$ cat src/sv/rbe_pkg.sv
// Shared types and constants for the box entry point pipeline.
// No dependencies.
package rbe_pkg;

    localparam int CW          = 32;          // coordinate width
    localparam int QW          = 48;          // quotient / scaled numerator width
    localparam int DIV_BITS    = 2;           // quotient bits per divider stage
    localparam int DIV_STAGES  = QW / DIV_BITS;
    localparam int HW          = QW / 2;      // split point of t for the products
    localparam int PW          = HW + CW;     // partial product width
    localparam int OW          = 35;          // clamped offset magnitude width
    localparam int PTW         = 37;          // unsaturated point width
    localparam int DW          = 31;          // distance width
    localparam logic [DW-1:0] DIST_MAX = '1;

    typedef logic signed [CW-1:0] coord_t;

    typedef struct packed {
        coord_t [2:0] s;
        coord_t [2:0] d;
        coord_t [2:0] lo;
        coord_t [2:0] hi;
    } raw_t;

    typedef struct packed {
        coord_t [2:0]      s;
        logic   [2:0]      dneg;
        logic   [2:0][CW-1:0] adir;
        coord_t [2:0]      lo;
        coord_t [2:0]      hi;
        coord_t [2:0]      plane;
        logic   [2:0]      cand;
        logic              in_box;
        logic              away;
    } ctx_t;

endpackage

$ cat src/sv/rbe_offset.sv
// Two-stage lane: start + trunc(t * dir / 2^16), magnitude clamped past any box.
// Depends on rbe_pkg.
module rbe_offset
(
    input  logic                          clk,
    input  logic                          en,
    input  logic [rbe_pkg::QW-1:0]        t,
    input  logic [rbe_pkg::CW-1:0]        adir,
    input  logic                          neg,
    input  rbe_pkg::coord_t               s,
    output logic signed [rbe_pkg::PTW-1:0] p
);

    logic [rbe_pkg::PW-1:0]         ph_reg;
    logic [rbe_pkg::PW-1:0]         pl_reg;
    logic                           neg_reg;
    rbe_pkg::coord_t                s_reg;
    logic signed [rbe_pkg::PTW-1:0] p_reg;
    logic signed [rbe_pkg::PTW-1:0] p_next;

    // stage 1: two 24x32 partial products
    always_ff @(posedge clk)
    begin
        if (en)
        begin
            ph_reg  <= t[rbe_pkg::QW-1:rbe_pkg::HW] * adir;
            pl_reg  <= t[rbe_pkg::HW-1:0] * adir;
            neg_reg <= neg;
            s_reg   <= s;
        end
    end

    // stage 2: sum, scale, clamp at 2^34, sign and add
    always_comb
    begin
        logic [rbe_pkg::PW+rbe_pkg::HW-1:0] full;
        logic [rbe_pkg::OW-1:0]             mag;
        logic signed [rbe_pkg::OW:0]        off;
        full = ({{rbe_pkg::HW{1'b0}}, ph_reg} << rbe_pkg::HW) + {{rbe_pkg::HW{1'b0}}, pl_reg};
        if (|full[rbe_pkg::PW+rbe_pkg::HW-1:rbe_pkg::OW+15])
            mag = {1'b1, {(rbe_pkg::OW-1){1'b0}}};
        else
            mag = {1'b0, full[rbe_pkg::OW+14:16]};
        off    = neg_reg ? -$signed({1'b0, mag}) : $signed({1'b0, mag});
        p_next = $signed({{(rbe_pkg::PTW-rbe_pkg::CW){s_reg[rbe_pkg::CW-1]}}, s_reg})
               + $signed({off[rbe_pkg::OW], off});
    end

    always_ff @(posedge clk)
    begin
        if (en)
            p_reg <= p_next;
    end

    assign p = p_reg;

endmodule

$ cat config.mk
export PLATFORM = sky130hd
export DESIGN_NAME = rbe_offset
export DESIGN_NICKNAME = d
export VERILOG_FILES = /design/src/sv/rbe_pkg.sv /design/src/sv/rbe_offset.sv
export SDC_FILE = /design/constraint.sdc
export NUM_CORES = 2
export LEC_CHECK = 0
export BUFFER_PORTS_ARGS = -buffer_cell sky130_fd_sc_hd__buf_2
export CAP_MARGIN = 15
export CORE_ASPECT_RATIO = 0.7
export CORE_MARGIN = 3
export CORE_UTILIZATION = 45
export CTS_BUF_LIST = sky130_fd_sc_hd__clkbuf_4
export DETAILED_ROUTE_END_ITERATION = 8
export HOLD_SLACK_MARGIN = 0.08
export PLACE_DENSITY = 0.57
export SLEW_MARGIN = 20
export SYNTH_ARGS = -nofsm -noshare
export SYNTH_HDL_FRONTEND = slang
export SYNTH_SLANG_ARGS = --single-unit
$ cat constraint.sdc
create_clock -name clk -period 15.5 [get_ports clk]
set_clock_uncertainty 0.2 [all_clocks]
set_input_delay 3.1 -clock clk [delete_from_list [all_inputs] [get_ports clk]]
set_output_delay 3.1 -clock clk [all_outputs]
set_load 0.02 [all_outputs]
# After elaboration in Yosys (flattened, before gate mapping)
# Cells that the tools add are included.
# Widths: inputs -> output; s select.
# totals
ff_bits,182
inputBits,115
out_inout_bits,37
elab_cells,13
# op_classes
add_sub_neg,3
n_mul,2
mux,2
n_reduce_logical,1
# op_table
cell,n
$mul 24x32->56,2
$add 80x56->80,1
$add 32x36->37,1
$mux 36,1
$neg 35->36,1
$mux 35,1
$reduce_or 30->1,1

# Longest topological paths before layout
# depth
ltp_word,6
mapped_depth,35
ltp_nobuf,32

# Least setup slack after synthesis
# OpenSTA, ideal clock, no wires.
# synth_path
path_type,input port to flip-flop
startpoint,input adir[15] in the netlist's numbering
endpoint,register ph_reg[55] in the netlist's numbering (data pin)
setup_time_ns,0.260
arrival_time_ns,10.667
slack_ns,4.374
stages,26
path_buffers,2
path_cell_list,clkbuf_1 clkbuf_1 nand2_1 fa_1 inv_1 fa_1 fa_1 fa_1 fa_1 inv_1 fa_1 inv_1 fa_1 ha_1 a2111oi_0 nand4_1 or4_1 a21oi_1 a31o_2 o211ai_1 a32o_1 o41ai_1 nor4_1 or3_1 a21oi_1 xnor2_1
# synth_via
elab_chain_cells,1
# synth_lines
element,line_no,source
start: declaration,rbe_offset.sv:8,"input logic [rbe_pkg::CW-1:0] adir,"
$mul 24x32->56,rbe_offset.sv:26,ph_reg <= t[rbe_pkg::QW-1:rbe_pkg::HW] * adir;
end signal: assignment,rbe_offset.sv:26,
end: declaration,rbe_offset.sv:14,logic [rbe_pkg::PW-1:0] ph_reg;
# No other way between the ends.
# A chain may end at the register's enable or synchronous reset.

# Worst setup path after layout
# layout_path
startpoint,input adir[9] in the netlist's numbering
endpoint,register ph_reg[55] in the netlist's numbering (data pin)
# The elaborated chain is that of the path after synthesis.

==> metrics <==
status complete, no violations; dpl hpwl 127000 um; mapped cell area 0.0574 mm^2; startpoint types input port; Clock Root Buffer clkbuf_4; max reg flops 56; first-pass GRT wire length 261000 um; Post-Route WL 164000 um; Placed Instance Area 0.0594 mm^2; # Post-CTS Setup Buffers 0; cts bufs inserted 17; leading cell types in the layout, fill and taps excluded fa_1 (1317), inv_1 (1301), nand2_1 (1173), and2_1 (507), ha_1 (429); Core Area 0.125 mm^2; Wirelength per Cell 20.9 um; Seq/Total Area, Yosys 0.0868; Min-Delay Path Class flip-flop to flip-flop; Slew Limit Fails 0; crit end category flip-flop; Post-Synth Simple-Gate Area 0.168; post-synth net total 8175; Setup Crit Path Kind input port to flip-flop; Post-DRT Antenna Nets 0; initial antenna violation count 10; setup violators final 0; RePlAce Congestion 0.893; Fin Hold WS 0.380 ns; total number of vias 42329; path depth of the worst reg2reg path 27; Final nets 8060; Max Cap Viol 0; Synth Area in Compound Gates 0.0573; Sink Count 166; post-cts sizing count 0; H-tree levels 4; Max FO, Critical Path 29; fmax 83.4 MHz; DRT iter0 DRCs 3428; vias in the first global route 44296; fin area 0.0597 mm^2; Hold Vio Cnt, Final 0; Row Count 108; Yosys cell types 83; # DRC 0; worst path required time 15.77 ns; Hold Path Origin s_reg[0]$_DFFE_PP_; RR Endpoint p[35]$_DFFE_PP_; CTS max path bufs 2; dominant synthesized flop cell edfxtp_1; cell count after synthesis 6314; largest net degree at the start of global routing 72; Rel. slew slack 0.243; Seq cells post-synth 166; CTS tree yes; routed vias/inst 5.38; commonest non-fill, non-tap cell in the layout fa_1; DRT Pass-1 Iters 6; GRT Resource Usage Total 0.256; layout cells sized above 1 0.0430; clk slew on worst S/H paths 0.18 ns; FFs w/ async S/R, synth 0; yosys warns 0; final setup TNS 0 ns; Post-synth EDFFs 166; Area Overhead vs Synth 3.98%; Filler Cell Count 12076; Worst R2R Setup Slack 5.30 ns; fin crit share 0.774; chip height 305 um; Clock Latency Late Sink 0.71 ns; RSZ-0062 raised after global routing no; IO Port Bufs 151; final core occ 0.477; gr ovfl total 0; Worst Max-Slew Pin Slew 1.12 ns; worst hold path stage count 1; XOR/XNOR share of the synthesized area 0.0253; Adder-Cell Fraction of Synth Area 0.553; die area 0.132 mm^2; Hold-fix buffers, CTS 0; RR Startpoint pl_reg[45]$_DFFE_PP_; die width 433 um; Worst Hold Endpoint p[0]$_DFFE_PP_; minimum clock period 11.99 ns; Starting Density 0.458; synthesized area per cell 9.09 um^2; CP Data Arrival Time 12.26 ns; mux cell area share after synthesis 0.00144; # IOs 152; largest family of logic cells by synthesized area adder cells
[per-layer routing]
metal	up-vias	wire [um]	part of all wire	GRT usage
met5	-	0	0	0
met4	0	3800	0.023	0.0502
met3	172	12000	0.073	0.0369
met2	1451	72100	0.44	0.389
met1	21965	76200	0.46	0.392
li1	18741	-	-	-
[cell usage after synthesis, types with 5 or more instances]
master	number	area [um^2]
nor3_1	44	220
o21bai_1	29	218
and4_1	5	43.8
nand3_1	53	265
a2111oi_0	5	43.8
o2111ai_1	5	43.8
inv_1	1301	4880
a31oi_1	12	75.1
o21a_1	27	203
xnor2_1	111	972
clkbuf_1	321	1200
o21ai_0	100	500
fa_1	1317	26400
a21o_1	63	473
a21oi_1	147	736
a211oi_1	22	165
a211o_1	7	61.3
buf_2	20	100
nand4_1	37	231
xor2_1	55	482
nor2b_1	14	87.6
nand2_1	1173	4400
and2_1	507	3170
mux2i_1	6	60.1
nor4_1	14	87.6
nor2_1	138	518
or3_1	22	138
or2_2	5	31.3
ha_1	429	5370
edfxtp_1	166	4980
or4_1	8	60.1
nand2b_1	18	113
o211ai_1	9	67.6
o31ai_1	12	90.1
and3_1	17	106
[worst max-delay path by stage]
stage	from	end	slack (ns)	depth (start not counted)
after floorplan	adir[15]	ph_reg[55]$_DFFE_PP_	4.37	26
after global placement	adir[9]	ph_reg[55]$_DFFE_PP_	3.08	26
after detailed placement	adir[9]	ph_reg[55]$_DFFE_PP_	2.97	26
after CTS	adir[9]	ph_reg[55]$_DFFE_PP_	3.77	26
after global routing	adir[9]	ph_reg[55]$_DFFE_PP_	3.35	26
final	adir[9]	ph_reg[55]$_DFFE_PP_	3.51	26
[final cells by class]
type | instances | area, um^2 | share of cell area
clock inverters | 15 | 179 | 0.00300
flip-flops and latches | 166 | 4980 | 0.0835
inverters | 1301 | 4880 | 0.0818
clock buffers | 17 | 128 | 0.00214
diodes | 9 | 22.5 | 0.000377
repair buffers | 212 | 1220 | 0.0204
well taps | 1650 | 2060 | 0.0346
multi-input cells | 4501 | 46200 | 0.774
[cell families after synthesis]
group,after synthesis
xor gates and xnor gates,166
buffers and inverters,1647
adders and majority gates,1746
DFF,166
muxes,8
and+or+nand+nor,2076
AOI/OAI and AO/OA,505
[critical path, cell delays in order]
cell and delay (ns):
buf_2 0.53, buf_4 0.43, nand2_1 0.13, fa_1 0.56, inv_1 0.05, fa_1 0.42
fa_1 0.52, inv_1 0.05, fa_1 0.48, fa_1 0.45, fa_1 0.52, inv_1 0.05
fa_1 0.36, ha_1 0.37, a2111oi_0 0.90, nand4_1 0.17, or4_1 0.50, a21oi_1 0.51
a31o_2 0.39, o211ai_1 0.16, a32o_1 0.30, o41ai_1 0.53, nor4_1 0.09, or3_1 0.36
a21oi_1 0.18, xnor2_1 0.08
[stage by stage]
stage / std cells / setup WS (ns)
after CTS: 7862 / 3.77
final: 7871 / 3.51
after floorplan: 6314 / 4.37
after detailed placement: 7830 / 2.97
after global placement: 7830 / 3.08
after global routing: 7866 / 3.35
Power is left out: the tool's default activity adds up to more than one toggle a clock period on the data nets, which glitch-free logic cannot reach.
